### src/hdl/hjc_pkg.sv
// ----------------------------------------------------------------------------
// hjc_pkg
// Shared types and constants of the two-set Hangul jamo composer.
// ----------------------------------------------------------------------------
package hjc_pkg;

    localparam logic [15:0] KEY_BS     = 16'h0008;
    localparam logic [15:0] CONS_FIRST = 16'h3131;
    localparam logic [15:0] CONS_LAST  = 16'h314E;
    localparam logic [15:0] VOW_LAST   = 16'h3163;
    localparam logic [15:0] JAMO_BASE  = 16'h3130;
    localparam logic [15:0] SYL_BASE   = 16'hAC00;
    localparam logic [15:0] BAD_CODE   = 16'hFFFF;

    // jamo slot: code minus 0x3130, 0 means empty
    typedef logic [5:0] jamo_t;

    typedef struct packed {
        jamo_t ini;
        jamo_t m0;
        jamo_t m1;
        jamo_t f0;
        jamo_t f1;
    } jstate_t;

    typedef struct packed {
        logic [15:0] code;
        logic        prog;
        logic        bad;
        logic        last;
    } result_t;

    typedef struct packed {
        result_t first;
        result_t second;
        logic    first_v;
        logic    second_v;
    } res_pair_t;

endpackage

### src/hdl/hjc_compose.sv
// ----------------------------------------------------------------------------
// hjc_compose
// Next-state and result logic of the composition automaton for one key.
// ----------------------------------------------------------------------------
module hjc_compose (
    input  logic [15:0]        key,
    input  hjc_pkg::jstate_t   st,
    output hjc_pkg::jstate_t   st_nx,
    output hjc_pkg::res_pair_t res
);

    typedef enum logic [1:0] {
        KC_BS,
        KC_PASS,
        KC_CONS,
        KC_VOW
    } kclass_t;

    function automatic hjc_pkg::jamo_t pair_of(hjc_pkg::jamo_t a, hjc_pkg::jamo_t b);
        hjc_pkg::jamo_t p;
        p = '0;
        case (a)
            6'h01: if (b == 6'h15) p = 6'h03;
            6'h04: begin
                if (b == 6'h18) p = 6'h05;
                else if (b == 6'h1E) p = 6'h06;
            end
            6'h09: begin
                case (b)
                    6'h01:   p = 6'h0A;
                    6'h11:   p = 6'h0B;
                    6'h12:   p = 6'h0C;
                    6'h15:   p = 6'h0D;
                    6'h1C:   p = 6'h0E;
                    6'h1D:   p = 6'h0F;
                    6'h1E:   p = 6'h10;
                    default: p = '0;
                endcase
            end
            6'h12: if (b == 6'h15) p = 6'h14;
            6'h27: begin
                if (b == 6'h1F) p = 6'h28;
                else if (b == 6'h20) p = 6'h29;
                else if (b == 6'h33) p = 6'h2A;
            end
            6'h2C: begin
                if (b == 6'h23) p = 6'h2D;
                else if (b == 6'h24) p = 6'h2E;
                else if (b == 6'h33) p = 6'h2F;
            end
            6'h31: if (b == 6'h33) p = 6'h32;
            default: p = '0;
        endcase
        return p;
    endfunction

    function automatic logic can_join(hjc_pkg::jamo_t a, hjc_pkg::jamo_t b);
        return (a == '0) || (b == '0) || (pair_of(a, b) != '0);
    endfunction

    function automatic hjc_pkg::jamo_t join_of(hjc_pkg::jamo_t a, hjc_pkg::jamo_t b);
        hjc_pkg::jamo_t p;
        p = pair_of(a, b);
        if (a == '0) return b;
        if (b == '0) return a;
        return (p != '0) ? p : a;
    endfunction

    // {valid, initial index}
    function automatic logic [5:0] init_idx(hjc_pkg::jamo_t s);
        logic [5:0] r;
        r = '0;
        case (s)
            6'h01: r = {1'b1, 5'd0};
            6'h02: r = {1'b1, 5'd1};
            6'h04: r = {1'b1, 5'd2};
            6'h07: r = {1'b1, 5'd3};
            6'h08: r = {1'b1, 5'd4};
            6'h09: r = {1'b1, 5'd5};
            6'h11: r = {1'b1, 5'd6};
            6'h12: r = {1'b1, 5'd7};
            6'h13: r = {1'b1, 5'd8};
            default: begin
                if (s >= 6'h15 && s <= 6'h1E) r = {1'b1, 5'(s - 6'd12)};
            end
        endcase
        return r;
    endfunction

    // {valid, final index + 1}
    function automatic logic [5:0] fin_idx(hjc_pkg::jamo_t s);
        logic [5:0] r;
        r = '0;
        if (s >= 6'h01 && s <= 6'h07) r = {1'b1, s[4:0]};
        else if (s >= 6'h09 && s <= 6'h12) r = {1'b1, 5'(s - 6'd1)};
        else if (s >= 6'h14 && s <= 6'h18) r = {1'b1, 5'(s - 6'd2)};
        else if (s >= 6'h1A && s <= 6'h1E) r = {1'b1, 5'(s - 6'd3)};
        return r;
    endfunction

    // {bad, code}
    function automatic logic [16:0] syl_of(hjc_pkg::jstate_t s);
        hjc_pkg::jamo_t med;
        hjc_pkg::jamo_t fin;
        logic [5:0]     iv;
        logic [5:0]     fv;
        logic           bad;
        logic [15:0]    code;
        med  = join_of(s.m0, s.m1);
        fin  = join_of(s.f0, s.f1);
        iv   = init_idx(s.ini);
        fv   = fin_idx(fin);
        bad  = 1'b0;
        code = '0;
        if (s.ini == '0) begin
            code = (med == '0) ? 16'h0000 : hjc_pkg::JAMO_BASE + 16'(med);
        end else if (med == '0) begin
            code = hjc_pkg::JAMO_BASE + 16'(s.ini);
        end else if (med < 6'h1F || med > 6'h33 || !iv[5] ||
                     (fin != '0 && !fv[5])) begin
            bad  = 1'b1;
            code = hjc_pkg::BAD_CODE;
        end else begin
            code = hjc_pkg::SYL_BASE + 16'(iv[4:0]) * 16'd588
                 + 16'(med - 6'h1F) * 16'd28 + 16'(fv[4:0]);
        end
        return {bad, code};
    endfunction

    kclass_t          kc;
    logic [15:0]      key_off;
    hjc_pkg::jamo_t   kslot;
    logic             no_final;
    logic             do_flush;
    hjc_pkg::jstate_t st_fl;
    logic [16:0]      syl_fl;
    logic [16:0]      syl_nx;
    hjc_pkg::result_t r0;
    hjc_pkg::result_t r1;
    logic             r0_v;
    logic             r1_v;

    assign key_off  = key - hjc_pkg::JAMO_BASE;
    assign kslot    = key_off[5:0];
    assign no_final = (kslot == 6'h08) || (kslot == 6'h13) || (kslot == 6'h19);

    always_comb begin
        if (key == hjc_pkg::KEY_BS) kc = KC_BS;
        else if (key < hjc_pkg::CONS_FIRST || key > hjc_pkg::VOW_LAST) kc = KC_PASS;
        else if (key <= hjc_pkg::CONS_LAST) kc = KC_CONS;
        else kc = KC_VOW;
    end

    always_comb begin
        st_fl    = st;
        st_nx    = st;
        do_flush = 1'b0;
        unique case (kc)
            KC_BS: begin
                if (st.f1 != '0) st_nx.f1 = '0;
                else if (st.f0 != '0) st_nx.f0 = '0;
                else if (st.m1 != '0) st_nx.m1 = '0;
                else if (st.m0 != '0) st_nx.m0 = '0;
                else st_nx.ini = '0;
            end
            KC_PASS: begin
                do_flush = 1'b1;
                st_nx    = '0;
            end
            KC_CONS: begin
                if (st.ini == '0 || st.m0 == '0 || no_final || st.f1 != '0 ||
                    !can_join(st.f0, kslot)) begin
                    do_flush  = 1'b1;
                    st_nx     = '0;
                    st_nx.ini = kslot;
                end else if (st.f0 == '0) begin
                    st_nx.f0 = kslot;
                end else begin
                    st_nx.f1 = kslot;
                end
            end
            KC_VOW: begin
                if (st.f0 != '0) begin
                    do_flush = 1'b1;
                    st_nx    = '0;
                    st_nx.m0 = kslot;
                    if (st.f1 != '0) begin
                        st_fl.f1  = '0;
                        st_nx.ini = st.f1;
                    end else begin
                        st_fl.f0  = '0;
                        st_nx.ini = st.f0;
                    end
                end else if (st.m1 != '0 || !can_join(st.m0, kslot)) begin
                    do_flush = 1'b1;
                    st_nx    = '0;
                    st_nx.m0 = kslot;
                end else if (st.m0 == '0) begin
                    st_nx.m0 = kslot;
                end else begin
                    st_nx.m1 = kslot;
                end
            end
            default: st_nx = st;
        endcase
    end

    assign syl_fl = syl_of(st_fl);
    assign syl_nx = syl_of(st_nx);

    always_comb begin
        r0      = '0;
        r0.code = syl_fl[15:0];
        r0.bad  = syl_fl[16];
        r0_v    = do_flush && (syl_fl[15:0] != '0);
        r1      = '0;
        unique case (kc)
            KC_BS:   r1.code = (st == '0) ? key : 16'h0000;
            KC_PASS: r1.code = key;
            KC_CONS, KC_VOW: begin
                r1.code = syl_nx[15:0];
                r1.bad  = syl_nx[16];
                r1.prog = 1'b1;
            end
            default: r1 = '0;
        endcase
        r1_v = (r1.code != '0);
        r0.last = !r1_v;
        r1.last = 1'b1;
    end

    always_comb begin
        res = '0;
        if (r0_v) begin
            res.first    = r0;
            res.first_v  = 1'b1;
            res.second   = r1;
            res.second_v = r1_v;
        end else begin
            res.first    = r1;
            res.first_v  = r1_v;
        end
    end

endmodule

### src/hdl/hjc_out_buf.sv
// ----------------------------------------------------------------------------
// hjc_out_buf
// Two-entry result register; drains the results of one key in order.
// ----------------------------------------------------------------------------
module hjc_out_buf (
    input  logic                aclk,
    input  logic                aresetn,
    input  logic                ld_valid,
    output logic                ld_ready,
    input  hjc_pkg::res_pair_t  pair,
    output logic                out_valid,
    input  logic                out_ready,
    output hjc_pkg::result_t    out_item
);

    hjc_pkg::result_t e0_reg, e0_next;
    hjc_pkg::result_t e1_reg, e1_next;
    logic             v0_reg, v0_next;
    logic             v1_reg, v1_next;

    assign ld_ready  = !v0_reg || (out_ready && !v1_reg);
    assign out_valid = v0_reg;
    assign out_item  = e0_reg;

    always_comb begin
        e0_next = e0_reg;
        e1_next = e1_reg;
        v0_next = v0_reg;
        v1_next = v1_reg;
        if (ld_valid && ld_ready) begin
            e0_next = pair.first;
            v0_next = pair.first_v;
            e1_next = pair.second;
            v1_next = pair.second_v;
        end else if (v0_reg && out_ready) begin
            if (v1_reg) begin
                e0_next = e1_reg;
                v1_next = 1'b0;
            end else begin
                v0_next = 1'b0;
            end
        end
    end

    always_ff @(posedge aclk) begin
        if (!aresetn) begin
            v0_reg <= 1'b0;
            v1_reg <= 1'b0;
        end else begin
            v0_reg <= v0_next;
            v1_reg <= v1_next;
        end
        e0_reg <= e0_next;
        e1_reg <= e1_next;
    end

    a_second_needs_first: assert property (@(posedge aclk) disable iff (!aresetn)
        v1_reg |-> v0_reg)
        else $error("second entry held without first");

    a_first_not_last: assert property (@(posedge aclk) disable iff (!aresetn)
        (v0_reg && v1_reg) |-> !e0_reg.last)
        else $error("first of two entries marked last");

    a_load_when_room: assert property (@(posedge aclk) disable iff (!aresetn)
        (ld_valid && ld_ready && pair.second_v) |=> (v0_reg && v1_reg))
        else $error("two-result load lost an entry");

endmodule

### src/hdl/hangul_jamo_composer_top.sv
// ----------------------------------------------------------------------------
// hangul_jamo_composer_top
// Two-set Hangul composition automaton with stream input and output.
// ----------------------------------------------------------------------------
// Usage:
//   s_t* takes one 16-bit key code per item (backspace, jamo or any other
//   code unit). m_t* returns the characters the key causes: zero, one or two
//   items, the last one of a key flagged by m_tlast. m_tuser[0] marks the
//   in-progress syllable, m_tuser[1] a syllable with an invalid initial.
//   A key goes through the input register and then the result register
//   before its first result shows on m_t*. A key with at most one result is
//   taken every cycle while m_tready is high; a key with two results fills
//   both result entries, so the next key waits until the second drains. The
//   composition state updates in the cycle the key leaves the input register.
//   Reset empties the composition buffer and drops any held item.
//   A stall on m_tready holds the result register; once the input register
//   is also full, s_tready drops until room opens.
// ----------------------------------------------------------------------------
module hangul_jamo_composer_top (
    input  logic        aclk,
    input  logic        aresetn,
    input  logic        s_tvalid,
    output logic        s_tready,
    input  logic [15:0] s_tdata,   // [15:0] key_code
    output logic        m_tvalid,
    input  logic        m_tready,
    output logic [15:0] m_tdata,   // [15:0] out_code
    output logic [1:0]  m_tuser,   // [0] in_progress, [1] bad_initial
    output logic        m_tlast
);

    logic               in_v_reg, in_v_next;
    logic [15:0]        key_reg, key_next;
    hjc_pkg::jstate_t   st_reg, st_next;
    hjc_pkg::jstate_t   st_nx;
    hjc_pkg::res_pair_t res;
    hjc_pkg::result_t   out_item;
    logic               ld_ready;
    logic               advance;

    assign advance  = in_v_reg && ld_ready;
    assign s_tready = !in_v_reg || ld_ready;

    hjc_compose u_compose (
        .key   (key_reg),
        .st    (st_reg),
        .st_nx (st_nx),
        .res   (res)
    );

    hjc_out_buf u_out_buf (
        .aclk      (aclk),
        .aresetn   (aresetn),
        .ld_valid  (in_v_reg),
        .ld_ready  (ld_ready),
        .pair      (res),
        .out_valid (m_tvalid),
        .out_ready (m_tready),
        .out_item  (out_item)
    );

    assign m_tdata = out_item.code;
    assign m_tuser = {out_item.bad, out_item.prog};
    assign m_tlast = out_item.last;

    always_comb begin
        in_v_next = in_v_reg;
        key_next  = key_reg;
        st_next   = advance ? st_nx : st_reg;
        if (s_tvalid && s_tready) begin
            in_v_next = 1'b1;
            key_next  = s_tdata;
        end else if (advance) begin
            in_v_next = 1'b0;
        end
    end

    always_ff @(posedge aclk) begin
        if (!aresetn) begin
            in_v_reg <= 1'b0;
            st_reg   <= '0;
        end else begin
            in_v_reg <= in_v_next;
            st_reg   <= st_next;
        end
        key_reg <= key_next;
    end

    a_no_empty_item: assert property (@(posedge aclk) disable iff (!aresetn)
        m_tvalid |-> (m_tdata != 16'h0000))
        else $error("empty item emitted");

    a_bad_code: assert property (@(posedge aclk) disable iff (!aresetn)
        (m_tvalid && m_tuser[1]) |-> (m_tdata == hjc_pkg::BAD_CODE))
        else $error("bad initial flag without bad code");

    a_fill_order: assert property (@(posedge aclk) disable iff (!aresetn)
        ((st_reg.m1 == '0) || (st_reg.m0 != '0)) &&
        ((st_reg.f1 == '0) || (st_reg.f0 != '0)) &&
        ((st_reg.f0 == '0) || ((st_reg.ini != '0) && (st_reg.m0 != '0))))
        else $error("composition buffer filled out of order");

endmodule

### config.mk
export PLATFORM = sky130hd
export DESIGN_NAME = hangul_jamo_composer_top
export DESIGN_NICKNAME = d
export VERILOG_FILES = /design/src/hdl/hjc_pkg.sv /design/src/hdl/hjc_compose.sv /design/src/hdl/hjc_out_buf.sv /design/src/hdl/hangul_jamo_composer_top.sv
export SDC_FILE = /design/constraint.sdc
export NUM_CORES = 1
export LEC_CHECK = 0
export BUFFER_PORTS_ARGS = -buffer_cell sky130_fd_sc_hd__buf_2
export CAP_MARGIN = 10
export CELL_PAD_IN_SITES_DETAIL_PLACEMENT = 1
export CELL_PAD_IN_SITES_GLOBAL_PLACEMENT = 2
export CORE_UTILIZATION = 42
export DETAILED_ROUTE_END_ITERATION = 7
export PLACE_DENSITY = 0.95
export SLEW_MARGIN = 20
export SYNTH_ARGS = -nofsm -noshare
export SYNTH_HDL_FRONTEND = slang
export SYNTH_SLANG_ARGS = --single-unit
export TNS_END_PERCENT = 5
### constraint.sdc
create_clock -name aclk -period 23.8 [get_ports aclk]
set_input_delay 4.76 -clock aclk [delete_from_list [all_inputs] [get_ports aclk]]
set_output_delay 4.76 -clock aclk [all_outputs]
set_load 0.01 [all_outputs]
======== After elaboration in Yosys (flattened, before gate mapping) ========
Cells that the tools add are included.
Widths: inputs -> output; s select.
operators by class
  $mul .................................... 4
  eq/ne operators ......................... 126
  muxes and demuxes ....................... 174
  reductions and logical operators ........ 83
  $add $sub $neg .......................... 21
  order comparisons ....................... 27
operator list
  operator                count
  $mux 6                  85
  $eq 6x5->1 const B      53
  $pmux 6 s7              6
  $eq 6x6->1 const B      35
  $pmux 5 s7              5
  $mux 16                 9
  $pmux 30 s4             1
  $pmux 6 s9              2
  $logic_not 6->1         14
  $mux 19                 4
  $eq 6x1->1 const B      12
  $mux 12                 6
  $reduce_bool 6->1       12
  $add 14x6->15 const A   4
  $eq 6x4->1 const B      10
  $eq 6x3->1 const B      9
  $le 6x5->1 const B      8
  $pmux 16 s3             1
  $ge 6x5->1 const B      6
  $mux 18                 2
  $add 16x15->16 const A  2
  $add 16x16->16          2
  $add 16x5->16           2
  $mul 16x3->14 const B   2
  other kinds (35)        143
word-level totals
  flip-flop bits (word level) ............. 87
  output and inout bits ................... 21
  input port bits ......................... 20

======== Longest topological paths before layout ========
Gate-level depths: netlist (run 1).
  depth in word-level cells ............... 41
  mapped depth ............................ 49

======== Modules after synthesis ========
From an unflattened synthesis (run 1), not the netlist that was laid out.
second synthesis, totals
  cells, all modules ...................... 2292
  area, all modules ....................... 16832.4 um2
by module, submodules not included
  module                    cells an instance  instances  area an instance (um2)  sequential area each (um2)
  hjc_compose               2060               1          13653.1                 0.0
  hangul_jamo_composer_top  158                1          1676.6                  1101.1
  hjc_out_buf               74                 1          1502.7                  1181.1

======== Worst setup path after synthesis (run 1) ========
OpenSTA, ideal clock, no wires.
  path kind ............................... register to register
  start ................................... register key_reg[4]
  end ..................................... register u_out_buf.v0_reg, in the netlist u_out_buf.out_valid
  path slack .............................. 13.502 ns
  stages on the path, launching flop included .. 48
  clock period less this slack ............ 10.298 ns
  arrival time ............................ 10.184 ns
  buffers on the path ..................... 2
  cell sequence ........................... edfxtp_1 inv_1 ha_1 nand4b_1 or2_2 o32ai_1 a211oi_2 buf_2 a21oi_1 clkbuf_1 a21oi_1 o21ai_0 a21oi_1 nor2_1 nor2_1 a211oi_1 ha_1 a21bo_2 [... 12 more ...] o21ai_0 nand2b_1 xnor2_1 ha_1 inv_1 ha_1 nor2b_1 o21a_1 o21ai_0 nand2b_1 a21oi_1 xor2_1 nor3_1 o221ai_1 a2111oi_2 o211ai_1 o41a_1 o21a_1
RTL lines
  what                    RTL line                        text
  from (decl)             hangul_jamo_composer_top.sv:33  logic [15:0] key_reg, key_next;
  from (signal assigned)  hangul_jamo_composer_top.sv:86  key_reg <= key_next;
  to (signal assigned)    hjc_out_buf.sv:50               v0_reg <= v0_next;
  to (decl)               hjc_out_buf.sv:18               logic v0_reg, v0_next;

==> impl_metrics.csv, run 1 <==
group,metric,value,unit
global_routing,grt_pass1_vias,18137,
synthesis,ys_seq_elements,87,
placement,port-buffer-count,40,
synthesis,syn_avg_cell_area,7.43,µm²
sta,rsz0062_at_grt,"no",
route,vias_per_cell,6.98,
synthesis,yosys.area.top_type,"ha_1",
clock_network,cts_root_buf,"clkbuf_16",
layout,num_antenna_cells,0,
sta,slew_viol_final,0,
layout,drive_above_1_share,0.0978,
route,routed_wl,71.4,mm
setup_path,crit_type,"register to register",
route,vias,18641,
clock_network,htreeDepth,3,
synthesis,yosys-top-cells-area,"ha_1, edfxtp_1, nand2_1",
layout,nets,2332,
placement,gp_congestion,1.01,
layout,largest_reg_flops,30,
synthesis,ys_seq_area_frac,0.140,
die,die_x,199,µm
placement,place_hpwl,55.4,mm
sta,fin_skew,0.0213,ns
pwr,p_per_area,23.0,nW/µm²
die,initial_core_util,0.429,
global_routing,grt_max_degree,47,
setup_path,slowest_delay,0.82,ns
setup_path,crit_top_cell,"a21oi_1",
synthesis,synthFlopType,"edfxtp_1",
route,first_pass_iters,5,
clock_network,postCtsSetupRepairBufs,0,
sta,fin_crit_sh,0.510,
die,die_y,199,µm
job,cap_violations,0,
die,rows,71,
die,boundaryPins,41,
route,drc,0,
setup_path,crit_path_max_fanout,14,
sta,hold_viol,0,
clock_network,cts.clk_slew.worst_paths,0.09,ns
synthesis,async_flop_share,0,
setup_path,crit_path_end_kind,"register",
placement,dpl_cell_area,16900,µm²
global_routing,grt-ovfl-total,0,
layout,syn_to_final_growth,5.43,%
die,coreArea,37900,µm²
clock_network,cts_buffers,9,
synthesis,syn_inst,2193,
clock_network,cts_hold_buf,0,
setup_path,cpMaxStageDelayCell,"a21boi_0",
clock_network,cts_tree,"done",
route,wl_per_cell,26.8,µm
synthesis,synth_area,16300,µm²
clock_network,ctsResizeCount,0,
sta,finalSetupTns,0,ns
layout,final_core_util,0.453,
pwr,power.leakage,0.00663,µW
clock_network,cts_sinks,87,
route,antenna_left,0,
setup_path,startpoint_type,"register",
sta,worst_pin_slew,1.06,ns
global_routing,antenna_found_initial,0,
layout,final_common_cell,"nand2_1",
layout,fillCellCount,4751,
synthesis,synthDistinctLibCells,124,
pwr,vdd_drop_max,0.0323,mV
route,drt_iter0_drc,2100,
layout,fin_area,17200,µm²
clock_network,clock_path_buffers,2,
layout,final_cells,2669,
sta,period_needed,12.13,ns
placement,place_inst,2652,
layout,final_cell_mix,"nand2_1, nor2_1, ha_1, a21oi_1, inv_1",
synthesis,synth_edf_count,54,
run_status,status,"finished clean",
clock_network,clock_latency,0.38,ns
global_routing,grt_use_total,0.357,
synthesis,syn_nets,2372,
setup_path,cp_data_arrival_time,12.35,ns
global_routing,grt_pass1_wl,109,mm
synthesis,ys_warn_count,0,
setup_path,cp.required,24.02,ns
hold_path,hp-class,"register to register",
sta,setup_violations,0,
sta,slew_headroom,0.285,
synthesis,yosysTopAreaCellShare,0.108,
die,dieArea,39600,µm²
sta,fmaxAchievable,0.0825,GHz
per-stage QoR:
stage | hold slack, ns | worst slack (ns) | total power (µW)
6_report | 0.556 | 11.67 | 395
5_1_grt | 0.563 | 11.00 | 403
4_1_cts | 0.548 | 11.93 | 393
3_5_place_dp | 0.529 | 11.99 | 245
3_3_place_gp | 0.513 | 12.02 | 241
2_1_floorplan | 0.467 | 13.50 | 220
worst paths after layout:
path / startpoint / slack, ns / cells past startpoint / end
worst max-delay path: key_reg[4] / 11.67 / 40 / u_out_buf.out_item[0]
worst min-delay path: u_out_buf.e1_reg[8] / 0.56 / 2 / u_out_buf.out_item[8]
worst max register to register: key_reg[4] / 11.67 / 40 / u_out_buf.out_item[0]
worst min register to register: u_out_buf.e1_reg[8] / 0.56 / 2 / u_out_buf.out_item[8]
cell families after synthesis:
group | synth area share
flops | 0.140
xor+xnor | 0.0344
mux | 0.00968
fa+ha+maj | 0.130
simple gates | 0.292
compound gates | 0.333
buf+inv | 0.0603
power breakdown:
part | internal [µW] | total [µW] | switching, µW
logic | 21.3 | 68.1 | 46.8
registers | 169 | 176 | 6.94
clock network | 74.3 | 151 | 76.6
total | 265 | 395 | 130
cells in the mapped netlist (9+ instances only):
library cell / count
nand3_1: 67
o31ai_1: 25
a211o_1: 12
or3_1: 22
nor3_1: 74
a31oi_1: 37
a22oi_1: 12
o21ai_0: 99
a21boi_0: 19
buf_2: 28
o22ai_1: 24
xor2_1: 26
nand2b_1: 27
a32oi_1: 10
dfxtp_1: 33
o21bai_1: 19
nor2b_1: 31
nor4_1: 40
nand4_1: 35
a2111oi_0: 9
or4_1: 19
fa_1: 18
nand3b_1: 10
edfxtp_1: 54
mux2i_1: 9
and2_1: 45
inv_1: 109
a21o_1: 25
o211ai_1: 26
ha_1: 141
a211oi_1: 35
and3_1: 34
o21a_1: 20
o2111a_1: 10
o21ai_1: 20
nand2_1: 226
xnor2_1: 38
or2_2: 23
clkbuf_1: 89
o2111ai_1: 24
a21oi_1: 132
nor2_1: 180
cell type report:
cell class	count	area (µm²)	share of cell area
Clock buffer	9	225	0.0131
Tap cell	511	639	0.0372
Sequential cell	87	2280	0.133
Clock inverter	7	72.6	0.00423
Multi-Input combinational cell	1865	13000	0.759
Timing Repair Buffer	80	500	0.0292
Inverter	110	413	0.0241
metal layers:
metal  routed length (µm)  up-vias  part of all wire  global-route usage
met2                32000      923              0.45               0.564
met3                 6160      150             0.086              0.0600
met1                30600     9254              0.43               0.481
met5                    0        -                 0                   0
li1                     -     8314                 -                   -
met4                 2650        0             0.037               0.141
worst max-delay path: cells and delay by family (launching register included):
family	cells	cell delay, ns
compound gates	20	6.03
simple gates	9	2.14
fa+ha+maj	5	2.03
buf+inv	4	0.82
flops	1	0.53
xor+xnor	2	0.38
No activity file was read; power rests on OpenSTA's default activity.
==> run 2: changes to the inputs <==
--- a/config.mk
+++ b/config.mk
@@ -5,13 +5,14 @@
 export SDC_FILE = /design/constraint.sdc
 export NUM_CORES = 1
 export LEC_CHECK = 0
+export ABC_AREA = 1
 export BUFFER_PORTS_ARGS = -buffer_cell sky130_fd_sc_hd__buf_2
 export CAP_MARGIN = 10
 export CELL_PAD_IN_SITES_DETAIL_PLACEMENT = 1
 export CELL_PAD_IN_SITES_GLOBAL_PLACEMENT = 2
-export CORE_UTILIZATION = 42
+export CORE_UTILIZATION = 36
 export DETAILED_ROUTE_END_ITERATION = 7
-export PLACE_DENSITY = 0.95
+export PLACE_DENSITY = 0.9
 export SLEW_MARGIN = 20
 export SYNTH_ARGS = -nofsm -noshare
 export SYNTH_HDL_FRONTEND = slang
==> constraint.sdc (replaced) <==
create_clock -name aclk -period 11.6 [get_ports aclk]
set_input_delay 2.32 -clock aclk [delete_from_list [all_inputs] [get_ports aclk]]
set_output_delay 2.32 -clock aclk [all_outputs]
set_load 0.01 [all_outputs]
==> run 2 against run 1 <==
Wire length shrank 6.8%. Synthesized cell count grew 27%. Total power grew to 4.7 times the previous value. Design area grew 4.1%. Cell count grew 28%. Clock skew shrank 0.0079 ns. Sequential cell count is the same. Setup slack lost 11 ns. Via count grew 1.1%. Register-to-register slack lost 11 ns. Die area grew 20%. Clock-buffer cell count is the same.
==> impl_metrics.csv, run 2 <==
group,metric,value,unit
run_status,status,"finished clean",
sta,worst_pin_slew,1.06,ns
synthesis,syn_inst,2796,
job,cap_violations,0,
global_routing,antenna_found_initial,0,
sta,slew_viol_final,0,
clock_network,cts_hold_buf,0,
setup_path,cpMaxStageDelayCell,"edfxtp_1",
layout,nets,2992,
route,vias_per_cell,5.51,
synthesis,yosysMostFrequentCell,"nand2_1",
pwr,p_per_area,103,nW/µm²
sta,fin_skew,0.0134,ns
layout,drive_above_1_share,0.105,
global_routing,grt_pass1_wl,106,mm
sta,fmaxAchievable,0.0940,GHz
layout,fillCellCount,6278,
setup_path,reg2reg_depth,61,
pwr,finalPower,1850,µW
setup_path,crit_path_max_fanout,16,
layout,multi_input_area,12500,µm²
clock_network,cts_root_buf,"clkbuf_16",
die,rows,78,
layout,final_common_cell,"nand2_1",
synthesis,syn_nets,2975,
global_routing,grt-ovfl-total,0,
synthesis,ys_seq_elements,87,
setup_path,worstSetupStartpoint,"key_reg[4]",
clock_network,cts_sinks,87,
setup_path,startpoint_type,"register",
pwr,power.leakage,0.00942,µW
setup_path,cp_data_arrival_time,10.78,ns
route,routed_wl,66.6,mm
clock_network,clock_path_buffers,2,
die,boundaryPins,41,
synthesis,synth_area,16700,µm²
route,wl_per_cell,19.5,µm
sta,setup_violations,0,
synthesis,synth_edf_count,54,
synthesis,ys_seq_area_frac,0.136,
setup_path,crit_type,"register to register",
clock_network,clock_latency,0.38,ns
synthesis,synthDistinctLibCells,80,
layout,largest_reg_flops,30,
route,drt_iter0_drc,1158,
setup_path,r2r_slack,0.96,ns
setup_path,r2r-end,"u_out_buf.out_item[0]",
route,vias,18839,
synthesis,yosys-top-cells-area,"nand2_1, ha_1, edfxtp_1",
layout,num_antenna_cells,0,
setup_path,cp-endpoint,"u_out_buf.out_item[0]",
setup_path,crit_path_end_kind,"register",
sta,finalSetupTns,0,ns
layout,fin_area,17900,µm²
synthesis,ys_warn_count,0,
route,first_pass_iters,5,
layout,syn_to_final_growth,6.75,%
synthesis,synthFlopType,"edfxtp_1",
die,die_y,218,µm
setup_path,slowest_delay,0.57,ns
pwr,vdd_drop_max,0.128,mV
placement,place_hpwl,55.3,mm
synthesis,syn_avg_cell_area,5.99,µm²
sta,slew_headroom,0.287,
global_routing,grt_pass1_vias,19285,
sta,rsz0062_at_grt,"no",
sta,fin_crit_sh,0.917,
setup_path,cp.required,11.74,ns
clock_network,cts_buffers,9,
synthesis,yosys.area.top_type,"nand2_1",
setup_path,r2r_start,"key_reg[4]",
synthesis,async_flop_share,0,
clock_network,cts.clk_slew.worst_paths,0.08,ns
synthesis,yosysTopAreaCellShare,0.150,
synthesis,synth.top_cells.by_count,"nand2_1, inv_1, nor2_1",
placement,dpl_cell_area,17500,µm²
route,antenna_left,0,
layout,seq_area,2280,µm²
clock_network,cts_tree,"done",
die,die_x,218,µm
sta,hold_viol,0,
sta,period_needed,10.64,ns
global_routing,grt_use_total,0.281,
hold_path,hp-class,"register to register",
clock_network,htreeDepth,3,
layout,final_cell_mix,"nand2_1, inv_1, nor2_1, nand3_1, ha_1",
die,initial_core_util,0.367,
global_routing,grt_max_degree,66,
placement,port-buffer-count,40,
route,drc,0,
die,coreArea,45700,µm²
placement,gp_congestion,0.948,
die,dieArea,47400,µm²
setup_path,crit_top_cell,"nor2_1",
run 2: how the worst min path moves through the flow:
| stage | depth (start not counted) | startpoint | endpoint | slack, ns |
|---|---|---|---|---|
| 3_3_place_gp | 2 | in_v_reg | in_v_reg | 0.49 |
| 2_1_floorplan | 2 | u_out_buf.v1_reg | u_out_buf.v1_reg | 0.46 |
| 3_5_place_dp | 2 | in_v_reg | in_v_reg | 0.52 |
| 4_1_cts | 2 | in_v_reg | in_v_reg | 0.53 |
| 5_1_grt | 2 | in_v_reg | in_v_reg | 0.55 |
| 6_report | 2 | in_v_reg | in_v_reg | 0.52 |
run 2: cell families after synthesis:
group | Yosys count | synth area share
and+or+nand+nor | 1555 | 0.430
xor gates and xnor gates | 64 | 0.0335
adders and majority gates | 159 | 0.127
AOI/OAI and AO/OA | 425 | 0.154
buffers and inverters | 506 | 0.120
DFF | 87 | 0.136
run 2: power breakdown:
group,switching (µW),leakage (µW),internal (µW)
Sequential,27.5,0.000783,355
Clock,166,0.000141,153
Combinational,760,0.00850,386
run 2: repair_timing:
item,CTS,global route
resized for setup,0,6
buffers inserted,0,0
setup endpoints to repair,0,3
run 2: worst max-delay path: cells and delay by family (launching register included):
| kind | cells | cell delay (ns) |
|---|---|---|
| and+or+nand+nor | 32 | 4.08 |
| AOI/OAI and AO/OA | 13 | 2.53 |
| adders and majority gates | 6 | 2.05 |
| buffers and inverters | 8 | 0.74 |
| DFF | 1 | 0.57 |
| xor gates and xnor gates | 2 | 0.36 |
run 2: per-layer routing:
layer  routed length [µm]  vias up  global-route usage  part of all wire
li1                     -     9180                   -                 -
met1                30000     9121               0.358              0.45
met2                31800      420               0.496              0.48
met3                 2610      118              0.0234             0.039
met4                 2120        0              0.0927             0.032
met5                    0        -                   0                 0
run 2: per-stage QoR:
step / instances / hold WS [ns] / util / setup WS, ns
3_3_place_gp: 3402 / 0.493 / 0.384 / 1.35
6_report: 3418 / 0.516 / 0.391 / 0.960
4_1_cts: 3418 / 0.526 / 0.391 / 0.704
2_1_floorplan: 2796 / 0.464 / - / 3.28
3_5_place_dp: 3402 / 0.515 / 0.384 / 0.796
5_1_grt: 3418 / 0.549 / 0.391 / 0.0914
run 2: layout make-up:
class | count | area share
multi-input combinational | 2203 | 0.699
sequential | 87 | 0.128
inverter | 456 | 0.0970
tap | 600 | 0.0420
timing repair buffer | 56 | 0.0179
clock buffer | 9 | 0.0126
clock inverter | 7 | 0.00413
